File: config.mk
export PLATFORM = sky130hd
export DESIGN_NAME = uart_serial_port_with_parity_unit
export DESIGN_NICKNAME = d
export VERILOG_FILES = /design/src/uartsp_pkg.sv /design/src/uart_serial_port_with_parity_unit.sv /design/src/uartsp_rx.sv /design/src/uartsp_tx.sv
export SDC_FILE = /design/constraint.sdc
export NUM_CORES = 1
export LEC_CHECK = 0
export BUFFER_PORTS_ARGS = -buffer_cell sky130_fd_sc_hd__buf_2
export CORE_MARGIN = 2
export CORE_UTILIZATION = 55
export CTS_CLUSTER_SIZE = 14
export DETAILED_ROUTE_END_ITERATION = 8
export PLACE_DENSITY = 0.85
export SLEW_MARGIN = 10
export SYNTH_ARGS = -nofsm -noshare
export SYNTH_HDL_FRONTEND = slang
export SYNTH_HIERARCHICAL = 1
export SYNTH_SLANG_ARGS = --single-unit
File: constraint.sdc
create_clock -name clk -period 2.67 [get_ports clk]
set_input_delay 0 -clock clk [delete_from_list [all_inputs] [get_ports clk]]
set_output_delay 0 -clock clk [all_outputs]
set_load 0.005 [all_outputs]
File: src/uartsp_pkg.sv
// Shared types and constants for the serial port with parity.
package uartsp_pkg;

  localparam int unsigned BREAK_TICKS = 24;

  // Counter values that mark frame positions.
  localparam logic [3:0] TX_CNT_FRAME  = 4'd10;
  localparam logic [3:0] TX_CNT_PARITY = 4'd2;
  localparam logic [3:0] TX_CNT_STOP   = 4'd1;
  localparam logic [3:0] TX_CNT_IDLE   = 4'd0;

  localparam logic [4:0] RX_CNT_FRAME  = 5'd10;
  localparam logic [4:0] RX_CNT_PARITY = 5'd2;
  localparam logic [4:0] RX_CNT_STOP   = 5'd1;
  localparam logic [4:0] RX_CNT_IDLE   = 5'd0;
  localparam logic [4:0] RX_CNT_BREAK  = 5'd11;
  localparam logic [4:0] RX_CNT_MAX    = 5'd31;
  localparam logic [4:0] RX_BRK_LIMIT  = 5'(BREAK_TICKS);

  // Error bit positions inside the receive error word.
  localparam int unsigned RXE_BRK  = 0;
  localparam int unsigned RXE_FRAM = 1;
  localparam int unsigned RXE_OVR  = 2;
  localparam int unsigned RXE_PAR  = 3;

  // Control byte bit positions.
  localparam int unsigned CTL_TXINTEN = 7;
  localparam int unsigned CTL_PAREN   = 4;
  localparam int unsigned CTL_RSTERR  = 3;
  localparam int unsigned CTL_TXBRK   = 1;
  localparam int unsigned CTL_PARBIT  = 0;

  typedef enum logic [2:0] {
    ACT_TICK      = 3'd0,
    ACT_WR_CTRL   = 3'd1,
    ACT_WR_DATA   = 3'd2,
    ACT_RD_STATUS = 3'd3,
    ACT_RD_DATA   = 3'd4
  } action_t;

  // Decoded operation for one accepted transaction.
  typedef struct packed {
    logic       tick;
    logic       wr_ctrl;
    logic       wr_data;
    logic       rd_data;
    logic       line;
    logic [7:0] wdata;
  } unit_cmd_t;

  typedef struct packed {
    logic       hold_full;
    logic [7:0] hold;
    logic [3:0] errors;
    logic       parity;
  } rx_status_t;

  typedef struct packed {
    logic hold_full;
    logic idle;
    logic level_next;
    logic irq_next;
  } tx_status_t;

endpackage

File: src/uart_serial_port_with_parity_unit.sv
// Top level of the serial port with parity: decode, receiver, transmitter, result stage.
//
// Every transaction (bit tick, control write, data write, status read or data
// read) can be accepted every cycle while in_stall is low. The state update
// and the result are formed combinationally from the accepted fields; the
// result is registered in the result register, and a second skid register
// absorbs one result while the output side stalls, so in_stall rises only
// once two results are waiting. line_out and irq give the levels after the
// transaction; read_data is zero for anything other than a read.
module uart_serial_port_with_parity_unit (
  input  logic       clk,
  input  logic       rst,
  input  logic       in_valid,
  output logic       in_stall,
  input  logic [2:0] action,
  input  logic [7:0] write_data,
  input  logic       line_in,
  output logic       out_valid,
  input  logic       out_stall,
  output logic [7:0] read_data,
  output logic       line_out,
  output logic       irq
);

  typedef struct packed {
    logic [7:0] rdata;
    logic       line;
    logic       irq;
  } result_t;

  uartsp_pkg::unit_cmd_t  cmd;
  uartsp_pkg::rx_status_t rx_status;
  uartsp_pkg::tx_status_t tx_status;
  logic                   accept;
  logic                   out_take;
  result_t                res_now;
  result_t                res_out;
  result_t                res_skid;
  logic                   skid_valid;
  logic [7:0]             rdata_now;

  assign in_stall = skid_valid;
  assign accept   = in_valid && !skid_valid;
  assign out_take = out_valid && !out_stall;

  always_comb begin
    cmd       = '0;
    cmd.line  = line_in;
    cmd.wdata = write_data;
    rdata_now = '0;
    unique case (action)
      uartsp_pkg::ACT_TICK:    cmd.tick    = 1'b1;
      uartsp_pkg::ACT_WR_CTRL: cmd.wr_ctrl = 1'b1;
      uartsp_pkg::ACT_WR_DATA: cmd.wr_data = 1'b1;
      uartsp_pkg::ACT_RD_STATUS:
        rdata_now = {!tx_status.hold_full, rx_status.hold_full, tx_status.idle,
                     rx_status.errors, rx_status.parity};
      uartsp_pkg::ACT_RD_DATA: begin
        cmd.rd_data = 1'b1;
        if (rx_status.hold_full) rdata_now = rx_status.hold;
      end
      default: ;
    endcase
  end

  uartsp_rx u_rx (
    .clk    (clk),
    .rst    (rst),
    .accept (accept),
    .cmd    (cmd),
    .status (rx_status)
  );

  uartsp_tx u_tx (
    .clk    (clk),
    .rst    (rst),
    .accept (accept),
    .cmd    (cmd),
    .status (tx_status)
  );

  assign res_now.rdata = rdata_now;
  assign res_now.line  = tx_status.level_next;
  assign res_now.irq   = tx_status.irq_next;

  always_ff @(posedge clk) begin
    if (rst) begin
      out_valid  <= 1'b0;
      skid_valid <= 1'b0;
    end else begin
      if (accept) begin
        if (!out_valid || out_take) begin
          out_valid <= 1'b1;
        end else begin
          // Output is held; park the new result.
          skid_valid <= 1'b1;
        end
      end else if (out_take) begin
        if (skid_valid) begin
          skid_valid <= 1'b0;
        end else begin
          out_valid <= 1'b0;
        end
      end
    end
  end

  always_ff @(posedge clk) begin
    if (accept) begin
      if (!out_valid || out_take) res_out <= res_now;
      else res_skid <= res_now;
    end else if (out_take && skid_valid) begin
      res_out <= res_skid;
    end
  end

  assign read_data = res_out.rdata;
  assign line_out  = res_out.line;
  assign irq       = res_out.irq;

  a_skid_implies_out: assert property (@(posedge clk) disable iff (rst)
    skid_valid |-> out_valid)
    else $error("skid holds a result while the output register is empty");

  a_park_on_stall: assert property (@(posedge clk) disable iff (rst)
    accept && out_valid && out_stall |=> skid_valid && out_valid)
    else $error("result accepted under stall was not parked");

endmodule

File: src/uartsp_rx.sv
// Receiver: frame deserializer, holding register, error and break detection.
module uartsp_rx (
  input  logic                   clk,
  input  logic                   rst,
  input  logic                   accept,
  input  uartsp_pkg::unit_cmd_t  cmd,
  output uartsp_pkg::rx_status_t status
);

  logic [7:0] rx_hold, rx_hold_next;
  logic       rx_hold_full, rx_hold_full_next;
  logic [4:0] rx_bit_count, rx_bit_count_next;
  logic [8:0] rx_shift, rx_shift_next;
  logic       rx_parity_acc, rx_parity_acc_next;
  logic [3:0] rx_errors, rx_errors_next;

  always_comb begin
    rx_hold_next       = rx_hold;
    rx_hold_full_next  = rx_hold_full;
    rx_bit_count_next  = rx_bit_count;
    rx_shift_next      = rx_shift;
    rx_parity_acc_next = rx_parity_acc;
    rx_errors_next     = rx_errors;
    if (accept && cmd.tick) begin
      case (rx_bit_count) inside
        [5'd3:uartsp_pkg::RX_CNT_FRAME]: begin
          rx_shift_next      = {1'b0, rx_shift[8] | cmd.line, rx_shift[7:1]};
          rx_parity_acc_next = rx_parity_acc ^ cmd.line;
          rx_bit_count_next  = rx_bit_count - 5'd1;
        end
        uartsp_pkg::RX_CNT_PARITY: begin
          if (rx_parity_acc != cmd.line) rx_errors_next[uartsp_pkg::RXE_PAR] = 1'b1;
          rx_bit_count_next = uartsp_pkg::RX_CNT_STOP;
        end
        uartsp_pkg::RX_CNT_STOP: begin
          if (cmd.line) begin
            if (rx_hold_full) rx_errors_next[uartsp_pkg::RXE_OVR] = 1'b1;
            rx_hold_next      = rx_shift[7:0];
            rx_hold_full_next = 1'b1;
            rx_bit_count_next = uartsp_pkg::RX_CNT_IDLE;
          end else begin
            rx_errors_next[uartsp_pkg::RXE_FRAM] = 1'b1;
            rx_bit_count_next = uartsp_pkg::RX_CNT_BREAK;
          end
        end
        uartsp_pkg::RX_CNT_IDLE: begin
          if (!cmd.line) begin
            rx_bit_count_next  = uartsp_pkg::RX_CNT_FRAME;
            rx_parity_acc_next = 1'b0;
            rx_shift_next      = '0;
          end
        end
        default: begin
          // Post-framing-error low run; saturate the count.
          if (!cmd.line) begin
            if (rx_bit_count >= uartsp_pkg::RX_BRK_LIMIT)
              rx_errors_next[uartsp_pkg::RXE_BRK] = 1'b1;
            if (rx_bit_count < uartsp_pkg::RX_CNT_MAX)
              rx_bit_count_next = rx_bit_count + 5'd1;
          end else begin
            rx_bit_count_next = uartsp_pkg::RX_CNT_IDLE;
          end
        end
      endcase
    end
    if (accept && cmd.wr_ctrl && cmd.wdata[uartsp_pkg::CTL_RSTERR]) rx_errors_next = '0;
    if (accept && cmd.rd_data) rx_hold_full_next = 1'b0;
  end

  always_ff @(posedge clk) begin
    if (rst) begin
      rx_hold       <= '0;
      rx_hold_full  <= 1'b0;
      rx_bit_count  <= uartsp_pkg::RX_CNT_IDLE;
      rx_shift      <= '0;
      rx_parity_acc <= 1'b0;
      rx_errors     <= '0;
    end else begin
      rx_hold       <= rx_hold_next;
      rx_hold_full  <= rx_hold_full_next;
      rx_bit_count  <= rx_bit_count_next;
      rx_shift      <= rx_shift_next;
      rx_parity_acc <= rx_parity_acc_next;
      rx_errors     <= rx_errors_next;
    end
  end

  assign status.hold_full = rx_hold_full;
  assign status.hold      = rx_hold;
  assign status.errors    = rx_errors;
  assign status.parity    = rx_parity_acc;

  a_rx_start: assert property (@(posedge clk) disable iff (rst)
    accept && cmd.tick && !cmd.line && rx_bit_count == uartsp_pkg::RX_CNT_IDLE
    |=> rx_bit_count == uartsp_pkg::RX_CNT_FRAME)
    else $error("receiver did not start a frame on a low line");

  a_rx_count_range: assert property (@(posedge clk) disable iff (rst)
    rx_bit_count < uartsp_pkg::RX_CNT_BREAK |=> rx_bit_count <= uartsp_pkg::RX_CNT_BREAK)
    else $error("receiver count left the frame range");

endmodule

File: src/uartsp_tx.sv
// Transmitter: holding register, frame serializer, control flags and interrupt.
module uartsp_tx (
  input  logic                   clk,
  input  logic                   rst,
  input  logic                   accept,
  input  uartsp_pkg::unit_cmd_t  cmd,
  output uartsp_pkg::tx_status_t status
);

  logic [7:0] tx_hold, tx_hold_next;
  logic       tx_hold_full, tx_hold_full_next;
  logic [3:0] tx_bit_count, tx_bit_count_next;
  logic [7:0] tx_shift, tx_shift_next;
  logic       tx_parity_acc, tx_parity_acc_next;
  logic       tx_level, tx_level_next;
  logic       tx_irq, tx_irq_next;
  logic       paren, paren_next;
  logic       parbit, parbit_next;
  logic       txbrk, txbrk_next;
  logic       txinten, txinten_next;

  always_comb begin
    tx_hold_next       = tx_hold;
    tx_hold_full_next  = tx_hold_full;
    tx_bit_count_next  = tx_bit_count;
    tx_shift_next      = tx_shift;
    tx_parity_acc_next = tx_parity_acc;
    tx_level_next      = tx_level;
    tx_irq_next        = tx_irq;
    paren_next         = paren;
    parbit_next        = parbit;
    txbrk_next         = txbrk;
    txinten_next       = txinten;
    if (accept && cmd.tick) begin
      case (tx_bit_count)
        uartsp_pkg::TX_CNT_PARITY: begin
          tx_level_next     = paren ? tx_parity_acc : parbit;
          tx_bit_count_next = uartsp_pkg::TX_CNT_STOP;
        end
        uartsp_pkg::TX_CNT_STOP: begin
          tx_level_next     = 1'b1;
          tx_bit_count_next = uartsp_pkg::TX_CNT_IDLE;
          tx_irq_next       = txinten;
        end
        uartsp_pkg::TX_CNT_IDLE: begin
          if (txbrk) begin
            tx_level_next = 1'b0;
          end else if (tx_hold_full) begin
            // Start bit; load the shifter.
            tx_level_next      = 1'b0;
            tx_shift_next      = tx_hold;
            tx_hold_full_next  = 1'b0;
            tx_bit_count_next  = uartsp_pkg::TX_CNT_FRAME;
            tx_parity_acc_next = 1'b0;
          end else begin
            tx_level_next = 1'b1;
          end
        end
        default: begin
          tx_level_next      = tx_shift[0];
          tx_parity_acc_next = tx_parity_acc ^ tx_shift[0];
          tx_shift_next      = {1'b0, tx_shift[7:1]};
          tx_bit_count_next  = tx_bit_count - 4'd1;
        end
      endcase
    end
    if (accept && cmd.wr_ctrl) begin
      if (!txinten) tx_irq_next = 1'b0;
      txinten_next = cmd.wdata[uartsp_pkg::CTL_TXINTEN];
      txbrk_next   = cmd.wdata[uartsp_pkg::CTL_TXBRK];
      parbit_next  = cmd.wdata[uartsp_pkg::CTL_PARBIT];
      paren_next   = cmd.wdata[uartsp_pkg::CTL_PAREN];
    end
    if (accept && cmd.wr_data) begin
      tx_hold_next      = cmd.wdata;
      tx_hold_full_next = 1'b1;
      if (!txinten) tx_irq_next = 1'b0;
    end
  end

  always_ff @(posedge clk) begin
    if (rst) begin
      tx_hold       <= '0;
      tx_hold_full  <= 1'b0;
      tx_bit_count  <= uartsp_pkg::TX_CNT_IDLE;
      tx_shift      <= '0;
      tx_parity_acc <= 1'b0;
      tx_level      <= 1'b1;
      tx_irq        <= 1'b0;
      paren         <= 1'b0;
      parbit        <= 1'b0;
      txbrk         <= 1'b0;
      txinten       <= 1'b0;
    end else begin
      tx_hold       <= tx_hold_next;
      tx_hold_full  <= tx_hold_full_next;
      tx_bit_count  <= tx_bit_count_next;
      tx_shift      <= tx_shift_next;
      tx_parity_acc <= tx_parity_acc_next;
      tx_level      <= tx_level_next;
      tx_irq        <= tx_irq_next;
      paren         <= paren_next;
      parbit        <= parbit_next;
      txbrk         <= txbrk_next;
      txinten       <= txinten_next;
    end
  end

  assign status.hold_full  = tx_hold_full;
  assign status.idle       = (tx_bit_count == uartsp_pkg::TX_CNT_IDLE);
  assign status.level_next = tx_level_next;
  assign status.irq_next   = tx_irq_next;

  a_tx_stop_high: assert property (@(posedge clk) disable iff (rst)
    accept && cmd.tick && tx_bit_count == uartsp_pkg::TX_CNT_STOP |=> tx_level)
    else $error("stop bit not driven high");

  a_tx_start_low: assert property (@(posedge clk) disable iff (rst)
    accept && cmd.tick && tx_bit_count == uartsp_pkg::TX_CNT_IDLE && tx_hold_full && !txbrk
    |=> !tx_level && !tx_hold_full && tx_bit_count == uartsp_pkg::TX_CNT_FRAME)
    else $error("frame start did not load the shifter");

endmodule
After elaboration in Yosys (flattened, before gate mapping). Cells that the tools add are included.

Input bits: 16. Output and inout bits: 12. Register bits after elaboration: 78.

Equality and inequality tests: 19. Multiplexer cells: 58. Reduce and logical (&&, ||, !) cells: 40. $lt $le $gt $ge: 4. Bitwise gates (word level): 10. $add $sub $neg: 3.

Operators with widths (number): $mux 9 (5); $mux 5 (7); $mux 1 (32); $pmux 8 s2 (2); $mux 10 (3); $mux 8 (3); $reduce_and 5->1 (3); $mux 4 (3); $pmux 4 s3 (1); $reduce_and 3->1 (4); $ne 2x1->1 const B (5); $reduce_bool 2->1 (5); $logic_and 1x1->1 (9); $ne 2x2->1 const B (4); $reduce_and 4->1 (2); $not 1->1 (7); $reduce_and 7->1 (1); $eq 3x2->1 const B (2); $reduce_and 2->1 (3); $reduce_and 6->1 (1); $reduce_bool 6->1 (1); $reduce_or 2->1 (3); $add 5x1->5 const B (1); $eq 5x1->1 const B (1); 22 further kinds (26).

Longest topological paths before layout. Gate-level depths: netlist (run 1).

Depth after elaboration: 10. Depth in mapped cells: 9. Gate-level depth less buffers: 7.

Cells and area by module. Netlist (run 1), hierarchy kept.

By module, submodules not included: uartsp_rx (seq. area each 540.5 um2, times used 1, area each 1396.3 um2, cells each 159); uartsp_tx (seq. area each 560.5 um2, times used 1, area each 1342.5 um2, cells each 162); uart_serial_port_with_parity_unit (seq. area each 640.6 um2, times used 1, area each 985.9 um2, cells each 67).

Worst setup path before layout (run 1). Ideal clock, no wire load.

Kind: reg-to-reg. Start point: reg skid_valid (netlist: in_stall). End point: reg res_out (netlist bit line_out), data pin. Slack: 414 ps. Period minus slack after synthesis: 2256 ps. Path buffers: 4. Cell stages (with the launch flop): 10. Arrival: 1996 ps. Path through: dfxtp_1 -> nor2b_1 -> buf_2 -> buf_2 -> clkbuf_1 -> nand2_1 -> a21oi_1 -> a41oi_1 -> buf_4 -> mux2_2.

Cells in the longest elaborated chain, start to end: 6.

Ends and longest elaborated chain: start, declared (RTL line uart_serial_port_with_parity_unit.sv:39) `logic skid_valid;`; start signal, assigned (RTL line uart_serial_port_with_parity_unit.sv:89) `skid_valid <= 1'b0;`; start signal, assigned (RTL line uart_serial_port_with_parity_unit.sv:96) `skid_valid <= 1'b1;`; start signal, assigned (RTL line uart_serial_port_with_parity_unit.sv:100) `skid_valid <= 1'b0;`; $logic_not 1->1 (RTL line uart_serial_port_with_parity_unit.sv:43) `assign accept = in_valid && !skid_valid;`; $logic_and 1x1->1 (RTL line uart_serial_port_with_parity_unit.sv:43); net accept (RTL line uart_serial_port_with_parity_unit.sv:34) `logic accept;`; $logic_and 1x1->1 (RTL line uartsp_tx.sv:34) `if (accept && cmd.tick) begin`; $mux 1 (RTL line uartsp_tx.sv:34); net u_tx.tx_level_next (RTL line uartsp_tx.sv:15) `logic tx_level, tx_level_next;`; $mux 10 (RTL line uart_serial_port_with_parity_unit.sv:110) `if (!out_valid || out_take) res_out <= res_now;`; $mux 10 (RTL line uart_serial_port_with_parity_unit.sv:109) `if (accept) begin`; end signal, assigned (RTL line uart_serial_port_with_parity_unit.sv:110); end signal, assigned (RTL line uart_serial_port_with_parity_unit.sv:113) `res_out <= res_skid;`; end, declared (RTL line uart_serial_port_with_parity_unit.sv:37) `result_t res_out;`.

The timed path passes the listed nets, and every way through them passes these cells. The select of a mux whose other input is x is not followed. A chain may end at the register's enable or synchronous reset.

Worst setup path after layout (run 1).
Start point: reg u_rx.rx_bit_count[0]. End point: reg u_rx.rx_hold[1].

Cells in the longest elaborated chain, start to end: 4. Elaborated cells between the ends (all ways): 8. Classes of those cells: order compare (2); eq/ne (2); bitwise (2); reduce/logical (2).

Ends and longest elaborated chain: start, declared (RTL line uartsp_rx.sv:12) `logic [4:0] rx_bit_count, rx_bit_count_next;`; start signal, assigned (RTL line uartsp_rx.sv:74) `rx_bit_count <= uartsp_pkg::RX_CNT_IDLE;`; start signal, assigned (RTL line uartsp_rx.sv:81) `rx_bit_count <= rx_bit_count_next;`; $ge 5x2->1 (no line) / $le 5x4->1 (equally long branches); $logic_and 1x1->1 (no line); $not 1->1 (no line); $reduce_and 5->1 (no line) (*); end signal, assigned (RTL line uartsp_rx.sv:79) `rx_hold <= rx_hold_next;`; end, declared (RTL line uartsp_rx.sv:10) `logic [7:0] rx_hold, rx_hold_next;`.

Every way passes the cells marked *; elsewhere a longest branch is shown, timed or not.

==> run metrics, run 1 <==
count of different cell masters after synthesis=62; DRC marker count from the first detailed-route iteration=284; wire per inst=16.14 um; Skew-Pair Late Insertion Delay=350 ps; DP HPWL=5363 um; net count reported at finish=442; number of H-tree levels=3; number of vias in the routed layout=3,056; setup slack, reg-to-reg=approximately 190 ps; cell at the slowest stage of the critical path=sky130_fd_sc_hd__dfxtp_1; total setup violations reported at the end of the flow=0; GRT Resource Usage Total=22.70%; area used by multi-input combinational logic=between 1500 and 2000 um^2; Area contributors post-synth=sky130_fd_sc_hd__dfxtp_1 (31%), sky130_fd_sc_hd__edfxtp_1 (16%), sky130_fd_sc_hd__nor2_1 (4.8%), sky130_fd_sc_hd__a21oi_1 (4.3%), sky130_fd_sc_hd__nand2_1 (3.7%); wire length of the first global-routing pass=about 13,000 um; maximum clock skew at final layout=6.721 ps; detailed route wirelength on metal3=472 um; number of buffers inserted during clock tree synthesis=9; class of the most critical hold timing path=in -> reg; number of placed instances with taps included=about 470; Chip Width=86.30 um; Clock Tree Root=sky130_fd_sc_hd__clkbuf_8; initial core utilization=57.67%; maximum fanout along the worst path=10; Synthesized Nets=413; reg-to-reg endpoint=u_rx/rx_hold[1]$_SDFFE_PP0P_; antenna cells=0; total length of routed wires=slightly above 8000 um; smallest hold slack=14.32 ps; Max Transition Viols Final=0; achievable frequency=a little over 0.4 GHz; Via-to-Cell Ratio=slightly above 6; port bufs=27; total DRC errors in the routed layout=0; die area=7447 um^2; final worst slack=between 150 and 200 ps; count of flip-flops with a built-in enable after synthesis=20; total negative slack for setup checks=0 ps; area grow syn2layout=11.76%; Post-Syn Instances=388; mean post-synth cell area=just under 10 um^2; final global-route overflow total=0; portion of the post-synthesis area used by sequential elements=46.76%; FILL cells=slightly above 500; Main synth FF type=sky130_fd_sc_hd__dfxtp_1; Tightest Pin Transition=690.0 ps; shortest clock period the worst path allows after layout=2478 ps; type of the worst setup path=reg -> reg; share of post-route cells with drive strength above 1=around 17%; area fraction of the dominant cell type after synthesis=30.63%; buffer levels on the longest clock path=2; minimum setup slack after placement=251.9 ps; crit path launch type=flip-flop; warnings from Yosys=6; number of global-route vias before repair=2,770; register area=1742 um^2; clock-pin slew on the worst setup and hold paths=80 ps; CP delay by family, top=simple AND/OR/NAND/NOR gates; worst r2r src=u_rx/rx_bit_count[0]$_SDFFE_PP0P_; list of cells traversed by the critical path=inv_1, ha_1, nand3b_1, and3_1, a2111oi_4, buf_4, mux2i_1, nor2_1; post-synthesis cell area=3725 um^2; number of nets with antenna violations after detailed routing=0; highest cell delay on the worst timing path=approximately 490 ps; hold depth=4; standard-cell row count=29; Min-Delay Startpoint=out_stall; library cell with the largest summed area after synthesis=sky130_fd_sc_hd__dfxtp_1; most common cell after layout, fill and taps aside=sky130_fd_sc_hd__dfxtp_1; setup repair after global routing missed its margin=false; Pre-Repair DR Iteration Count=5; Detail Route met2 WL=around 3800 um; Met1 Wirelength=between 3000 and 4000 um; standby leakage power=1.468 nW; Worst Path Required=2910 ps; commonest cells after routing, fill and taps aside=sky130_fd_sc_hd__dfxtp_1 (57), sky130_fd_sc_hd__nor2_1 (48), sky130_fd_sc_hd__nand2_1 (37), sky130_fd_sc_hd__a21oi_1 (32), sky130_fd_sc_hd__buf_2 (27); initial antenna violation count=0; FF-to-FF path depth=8; post-cts gate resize count=0; last weighted congestion value of the routability-driven placer=just over 0.9; ys async rst share=0%; total power divided by cell area=approximately 550 nW/um^2; count of buffering cells on the critical path with inverters included=2; crit end category=flip-flop; Max-slew headroom=54.00%; end of the worst hold path=out_valid$_SDFFE_PP0P_; overall power=around 2.3 mW; sinks on the clock net=77; post-layout instance count excluding filler cells=499; flops & latches, synth=77; status=finished clean; final cycle utilization of the critical path=~93%; Top Layer Used=met4; final-report hold violation count=0; number of violations of the max-capacitance limit=0; Core Box Area=6459 um^2; largest net degree at the start of global routing=39; peak supply drop=approximately 0.28 mV; number of primary I/O pins=28; TritonCTS clock tree=done; critical path arrival=2720 ps; Die Ht=86.30 um
[timing repair]
item,in CTS,in global routing
hold endpoints to repair,13,0
buffers inserted,0,0
hold buffers,10,0
[Yosys cell counts, drive strengths merged (8+ instances only)]
cell type,n
dfxtp,57
clkbuf,10
nand3,15
mux2i,9
a22oi,11
ha,9
buf,18
a21oi,32
nand2,37
inv,8
nor2,48
edfxtp,20
mux2,9
a311oi,10
[where the power goes]
part,internal [mW],leakage (nW),switching (mW)
registers,1.22,0.644,0.0137
logic,0.0790,0.725,0.105
clock network,0.454,0.0986,0.429
total,1.75,1.47,0.548
[per-stage QoR]
| step | util [%] | area, um^2 |
|---|---|---|
| after global placement | 59.82 | 3864 |
| after floorplan | - | 3725 |
| after detailed placement | 59.82 | 3864 |
| after global routing | 64.45 | 4163 |
| after CTS | 64.45 | 4163 |
| final | 64.45 | 4163 |
[how the worst max path moves through the flow]
stage	startpoint	endpoint	slack, ps	cells past startpoint
floorplan	in_stall$_SDFFE_PP0P_	line_out$_DFFE_PP_	410	9
global placement	u_rx/rx_bit_count[0]$_SDFFE_PP0P_	u_rx/rx_hold[0]$_SDFFE_PP0P_	350	8
detailed placement	u_rx/rx_bit_count[0]$_SDFFE_PP0P_	u_rx/rx_hold[1]$_SDFFE_PP0P_	250	8
CTS	u_rx/rx_bit_count[0]$_SDFFE_PP0P_	u_rx/rx_hold[1]$_SDFFE_PP0P_	230	8
global route	u_rx/rx_bit_count[0]$_SDFFE_PP0P_	u_rx/rx_hold[4]$_SDFFE_PP0P_	50	8
finish	u_rx/rx_bit_count[0]$_SDFFE_PP0P_	u_rx/rx_hold[1]$_SDFFE_PP0P_	190	8
[registers in the layout, summed over array words and instances (netlist names), 4 cells and up]
name               flops
res_skid              10
u_tx/tx_shift          8
read_data              8
u_rx/rx_bit_count      5
u_tx/tx_hold           8
u_rx/rx_hold           8
u_tx/tx_bit_count      4
u_rx/rx_shift          8
u_rx/rx_errors         4
[routing by layer]
metal  up-vias  GRT usage (%)
met1      1417          29.87
met5         -              0
met3        31          4.571
li1       1469              -
met4         0          11.51
met2       139          35.66
[kinds of logic after synthesis]
family | count (synthesis) | synth area share [%]
AND/OR/NAND/NOR | 143 | 18.44
XOR/XNOR | 4 | 0.9407
AO/OA/AOI/OAI | 101 | 19.92
multiplexers | 18 | 5.744
adder cells (fa/ha/maj) | 9 | 3.023
buffers and inverters | 36 | 5.173
flip-flops | 77 | 46.76
[worst min-delay path, cell delays in order]
cell and delay (ps):
sky130_fd_sc_hd__buf_2 110, sky130_fd_sc_hd__o21a_1 110, sky130_fd_sc_hd__nor2_1 40, sky130_fd_sc_hd__nor2_1 70
[area by class of cell]
class,count,share of cell area (%)
well taps,77,2.314
repair buffers,46,7.274
clock inverters,6,1.473
inverters,8,0.7214
flip-flops and latches,77,41.84
multi-input cells,275,43.07
clock buffers,10,3.306
(Power assumes the default switching activity.)
==> run 2, diff against run 1 <==
ABC_AREA = 1   (was not set)
BUFFER_PORTS_ARGS = not set   (was -buffer_cell sky130_fd_sc_hd__buf_2)
DONT_BUFFER_PORTS = 1   (was not set)
PLACE_DENSITY = 0.81   (was 0.85)
==> run metrics, run 2 <==
total negative slack for setup checks=0 ps; maximum fanout along the worst path=13; DRC marker count from the first detailed-route iteration=~230; port bufs=0; post-cts gate resize count=0; commonest cells after routing, fill and taps aside=sky130_fd_sc_hd__nand2_1 (138), sky130_fd_sc_hd__inv_1 (60), sky130_fd_sc_hd__nor2_1 (60), sky130_fd_sc_hd__dfxtp_1 (57), sky130_fd_sc_hd__nand3_1 (36); register area=1742 um^2; number of setup buffers added after CTS=0; post-layout instance count excluding filler cells=653; number of primary I/O pins=28; maximum clock skew at final layout=9.407 ps; initial core utilization=56.49%; initial antenna violation count=0; antenna cells=0; die area=8114 um^2; post-synthesis cell area=4075 um^2; TritonCTS clock tree=done; FILL cells=617; last weighted congestion value of the routability-driven placer=0.9222; list of cells traversed by the critical path=inv_1, nand2_1, inv_1, nand2_1, a21oi_1, nand3_4, o21ai_0, nor2_1; count of different cell masters after synthesis=40; Switching Fraction=26.09%; most frequently used cell type in the post-synthesis netlist=sky130_fd_sc_hd__nand2_1; clock-pin slew on the worst setup and hold paths=about 80 ps; clock network fraction of design power=37.3%; count of flip-flops with a built-in enable after synthesis=20; Max-slew headroom=41.56%; crit end category=flip-flop; cell at the slowest stage of the critical path=sky130_fd_sc_hd__a21oi_1; buffer levels on the longest clock path=2; Tightest Pin Transition=about 900 ps; Die Ht=90.08 um; CP delay by family, top=simple AND/OR/NAND/NOR gates; portion of the post-synthesis area used by sequential elements=42.74%; Core Box Area=7214 um^2; Pre-Repair DR Iteration Count=5; top cells by count, synth=sky130_fd_sc_hd__nand2_1 (138), sky130_fd_sc_hd__inv_1 (60), sky130_fd_sc_hd__nor2_1 (60); Via-to-Cell Ratio=5.153; count of buffering cells on the critical path with inverters included=2; highest cell delay on the worst timing path=between 400 and 500 ps; wire length of the first global-routing pass=approximately 14,000 um; standard-cell row count=31; total DRC errors in the routed layout=0; critical path arrival=2380 ps; number of nets with antenna violations after detailed routing=0; area used by multi-input combinational logic=1922 um^2; number of buffers inserted during clock tree synthesis=9; sequential share of power=53.8%; shortest clock period the worst path allows after layout=2133 ps; area fraction of the dominant cell type after synthesis=about 28%; number of violations of the max-capacitance limit=0; Post-Syn Instances=between 500 and 600; crit path launch type=flip-flop; DP HPWL=5605 um; ys async rst share=0%; most common cell after layout, fill and taps aside=sky130_fd_sc_hd__nand2_1; net count reported at finish=574; Skew-Pair Late Insertion Delay=350 ps; type of the worst setup path=reg -> reg; Worst Path Required=2920 ps; final cycle utilization of the critical path=79.87%; total setup violations reported at the end of the flow=0; final-report hold violation count=0; area grow syn2layout=8.720%; Main synth FF type=sky130_fd_sc_hd__dfxtp_1; status=finished clean; mean post-synth cell area=approximately 7.6 um^2; standby leakage power=~2.0 nW; flops & latches, synth=77; total length of routed wires=7909 um; warnings from Yosys=6; peak supply drop=~0.29 mV; fraction of power consumed by combinational cells=between 8 and 9%; design internal power=1.707 mW; sinks on the clock net=just under 80; number of buffers inserted for hold repair after clock tree synthesis=15; wire per inst=around 12 um; register name with the most flops=res_skid; number of H-tree levels=3; share of post-route cells with drive strength above 1=12.27%; Chip Width=90.08 um; GRT Resource Usage Total=20.86%; Switching Power=roughly 0.6 mW; Max Transition Viols Final=0; largest net degree at the start of global routing=23; max FFs per register=10; class of the most critical hold timing path=in -> reg; Synthesized Nets=564; total power divided by cell area=521.2 nW/um^2; final global-route overflow total=0; achievable frequency=between 0.4 and 0.5 GHz; setup repair after global routing missed its margin=false; Area contributors post-synth=sky130_fd_sc_hd__dfxtp_1 (28%), sky130_fd_sc_hd__edfxtp_1 (15%), sky130_fd_sc_hd__nand2_1 (13%), sky130_fd_sc_hd__inv_1 (5.5%), sky130_fd_sc_hd__nor2_1 (5.5%); library cell with the largest summed area after synthesis=sky130_fd_sc_hd__dfxtp_1; number of vias in the routed layout=3,365; Clock Tree Root=sky130_fd_sc_hd__clkbuf_8; number of global-route vias before repair=around 3,200; number of placed instances with taps included=~620
[run 2: tightest hold or removal path: stages]
cell and delay [ps]:
sky130_fd_sc_hd__nor2_2 50, sky130_fd_sc_hd__nand3_1 100, sky130_fd_sc_hd__nand2_2 50
[run 2: worst paths after layout]
kind         slack (ps)  cells after the start                         start                      endpoint
max                 540                      8         in_stall$_SDFFE_PP0P_  u_rx/rx_hold[0]$_SDFFE_PP0P_
max reg2reg         540                      8         in_stall$_SDFFE_PP0P_  u_rx/rx_hold[0]$_SDFFE_PP0P_
min reg2reg         450                      2  u_tx/tx_hold[4]$_SDFFE_PP0P_  u_tx/tx_hold[4]$_SDFFE_PP0P_
min                  10                      3                     action[1]         res_skid[9]$_DFFE_PP_
[run 2: cells by family (layout without fill, tap and decap cells)]
family	Yosys count	in the layout	share of synthesized area [%]
AO/OA/AOI/OAI	75	75	10.13
XOR/XNOR	4	4	0.8598
adder cells (fa/ha/maj)	9	9	2.763
buffers and inverters	88	103	10.10
flip-flops	77	77	42.74
AND/OR/NAND/NOR	286	286	33.41
[run 2: power groups by stage]
stage                     logic, mW  registers (mW)  clock network, mW
final                         0.205            1.24              0.862
after CTS                     0.204            1.24              0.884
after global routing          0.232            1.25              0.933
after detailed placement      0.176            1.27                  0
after floorplan               0.160            1.26                  0
after global placement        0.171            1.27                  0
[run 2: through the flow]
stage,worst slack (ps),hold WS (ps),area [um^2],utilization (%),power (mW)
5_1_grt,296.7,45.56,4431,61.41,2.411
2_1_floorplan,955.5,69.07,4075,-,1.424
4_1_cts,534.8,2.437,4431,61.41,2.330
3_5_place_dp,547.8,76.39,4080,56.56,1.446
3_3_place_gp,717.1,73.02,4080,56.56,1.439
6_report,537.5,9.787,4431,61.41,2.309
[run 2: final cells by class]
type                    instances  area share, %
well taps                      99          2.796
repair buffers                 19          4.067
multi-input cells             374          43.38
clock buffers                  10          3.361
inverters                      68          5.931
clock inverters                 6          1.158
flip-flops and latches         77          39.31
[run 2: metal layers]
layer	part of all wire [%]	GRT usage, %
met1	45	27.20
met2	47	34.65
met3	6.4	3.353
met4	1.1	8.462
met5	0	0
==> run 3, diff against run 2 <==
clock period = 2.22 ns   (was 2.67 ns; I/O delays follow)
==> run metrics, run 3 (synthesis results as in run 2) <==
wire length of the first global-routing pass=around 14,000 um; final global-route overflow total=0; initial antenna violation count=0; last weighted congestion value of the routability-driven placer=around 0.96; clock-pin slew on the worst setup and hold paths=80 ps; worst setup path startpoint=u_rx/rx_bit_count[0]$_SDFFE_PP0P_; Worst Path Required=2420 ps; wire per inst=12.85 um; initial core utilization=56.49%; number of buffers inserted during clock tree synthesis=9; Max-slew headroom=41.82%; net count reported at finish=577; antenna cells=0; number of nets with antenna violations after detailed routing=0; largest net degree at the start of global routing=23; core utilization of the finished layout=between 60% and 70%; final worst slack=265.0 ps; DP HPWL=5822 um; number of violations of the max-capacitance limit=0; final cycle utilization of the critical path=88.06%; crit end category=flip-flop; register area=roughly 1700 um^2; total length of routed wires=around 8400 um; list of cells traversed by the critical path=inv_1, ha_1, nand2_1, nand3_2, nand3_2, nor2_2, inv_2, nand3_1, a21oi_1; Chip Width=90.08 um; Switching Fraction=around a quarter; total negative slack for setup checks=0 ps; sequential share of power=54.8%; GRT Resource Usage Total=21.75%; minimum setup slack after placement=325.7 ps; Core Box Area=7214 um^2; max FFs per register=10; Die Ht=~90 um; total DRC errors in the routed layout=0; Skew-Pair Late Insertion Delay=360 ps; highest cell delay on the worst timing path=approximately 390 ps; cell at the slowest stage of the critical path=sky130_fd_sc_hd__dfxtp_1; total setup violations reported at the end of the flow=0; TritonCTS clock tree=done; number of global-route vias before repair=3,311; peak supply drop=slightly above 0.3 mV; setup slack, reg-to-reg=260 ps; share of post-route cells with drive strength above 1=12.75%; final-report hold violation count=0; DRC marker count from the first detailed-route iteration=about 190; total power divided by cell area=614.7 nW/um^2; design internal power=2.032 mW; die area=8114 um^2; status=finished clean; Switching Power=0.6964 mW; post-cts gate resize count=0; crit path launch type=flip-flop; commonest cells after routing, fill and taps aside=sky130_fd_sc_hd__nand2_1 (138), sky130_fd_sc_hd__inv_1 (60), sky130_fd_sc_hd__nor2_1 (60), sky130_fd_sc_hd__dfxtp_1 (57), sky130_fd_sc_hd__nand3_1 (36); achievable frequency=~0.5 GHz; class of the most critical hold timing path=in -> reg; number of H-tree levels=3; area grow syn2layout=8.935%; maximum fanout along the worst path=9; Min-Delay Startpoint=action[1]; area used by multi-input combinational logic=1922 um^2; clock network fraction of design power=a little over a third; Critical Path Most Common Cell=sky130_fd_sc_hd__nand3_2; Clock Tree Root=sky130_fd_sc_hd__clkbuf_8; buffer levels on the longest clock path=2; standard-cell row count=31; maximum clock skew at final layout=12.79 ps; number of vias in the routed layout=3,364; sinks on the clock net=77; standby leakage power=1.958 nW; FILL cells=around 650; critical path arrival=2150 ps; setup repair after global routing missed its margin=false; number of primary I/O pins=28; Via-to-Cell Ratio=5.128; number of setup buffers added after CTS=0; worst r2r src=u_rx/rx_bit_count[0]$_SDFFE_PP0P_; Tightest Pin Transition=869.8 ps; Max Transition Viols Final=0; port bufs=0; type of the worst setup path=reg -> reg; shortest clock period the worst path allows after layout=1955 ps; register name with the most flops=res_skid; Pre-Repair DR Iteration Count=4; fraction of power consumed by combinational cells=about a tenth; most common cell after layout, fill and taps aside=sky130_fd_sc_hd__nand2_1
==> run 3: final timing paths <==
check                                   to  depth (start not counted)
min                  res_skid[8]$_DFFE_PP_                          3
max reg2reg  u_rx/rx_shift[1]$_SDFFE_PP0P_                          9
max          u_rx/rx_shift[1]$_SDFFE_PP0P_                          9
min reg2reg   u_tx/tx_hold[4]$_SDFFE_PP0P_                          2
==> run 3: per-stage QoR <==
stage	total power, mW	area [um^2]	std cells	hold WS [ps]
6_report	2.729	4439	656	13.47
5_1_grt	2.852	4439	656	16.23
4_1_cts	2.748	4439	656	1.053
3_5_place_dp	1.749	4103	625	75.23
3_3_place_gp	1.739	4103	625	72.00
2_1_floorplan	1.713	4075	539	69.07
==> run 3: routing by layer <==
metal | vias up | track usage, % | routed length (um)
li1 | 1745 | - | -
met3 | 14 | 4.526 | 371
met2 | 80 | 37.41 | 4125
met1 | 1525 | 26.56 | 3788
met4 | 0 | 8.846 | 146
met5 | - | 0 | 0
==> run 3: power groups by stage <==
stage          registers (mW)  clock network (mW)  logic, mW
3_5_place_dp             1.53                   0      0.222
5_1_grt                  1.50                1.07      0.288
3_3_place_gp             1.52                   0      0.214
4_1_cts                  1.49               0.996      0.257
6_report                 1.49               0.976      0.258
2_1_floorplan            1.52                   0      0.193
==> run 3: layout make-up <==
cell class	instances	area share, %
repair buffers	22	4.566
inverters	68	5.919
flip-flops and latches	77	39.23
multi-input cells	374	43.29
clock buffers	11	3.410
well taps	99	2.790
clock inverters	5	0.7892
==> run 3: repair_timing <==
action	in CTS	in global routing
endpoints found under the hold margin	53	0
setup endpoints to repair	0	0
hold buffers	15	0
==> run 3: worst max-delay path: cells and delay by family, from the launching register on <==
kind	cells	cell delay [ps]
AOI/OAI and AO/OA	1	70
adders and majority gates	1	270
buffers and inverters	2	330
DFF	1	390
and+or+nand+nor	5	740
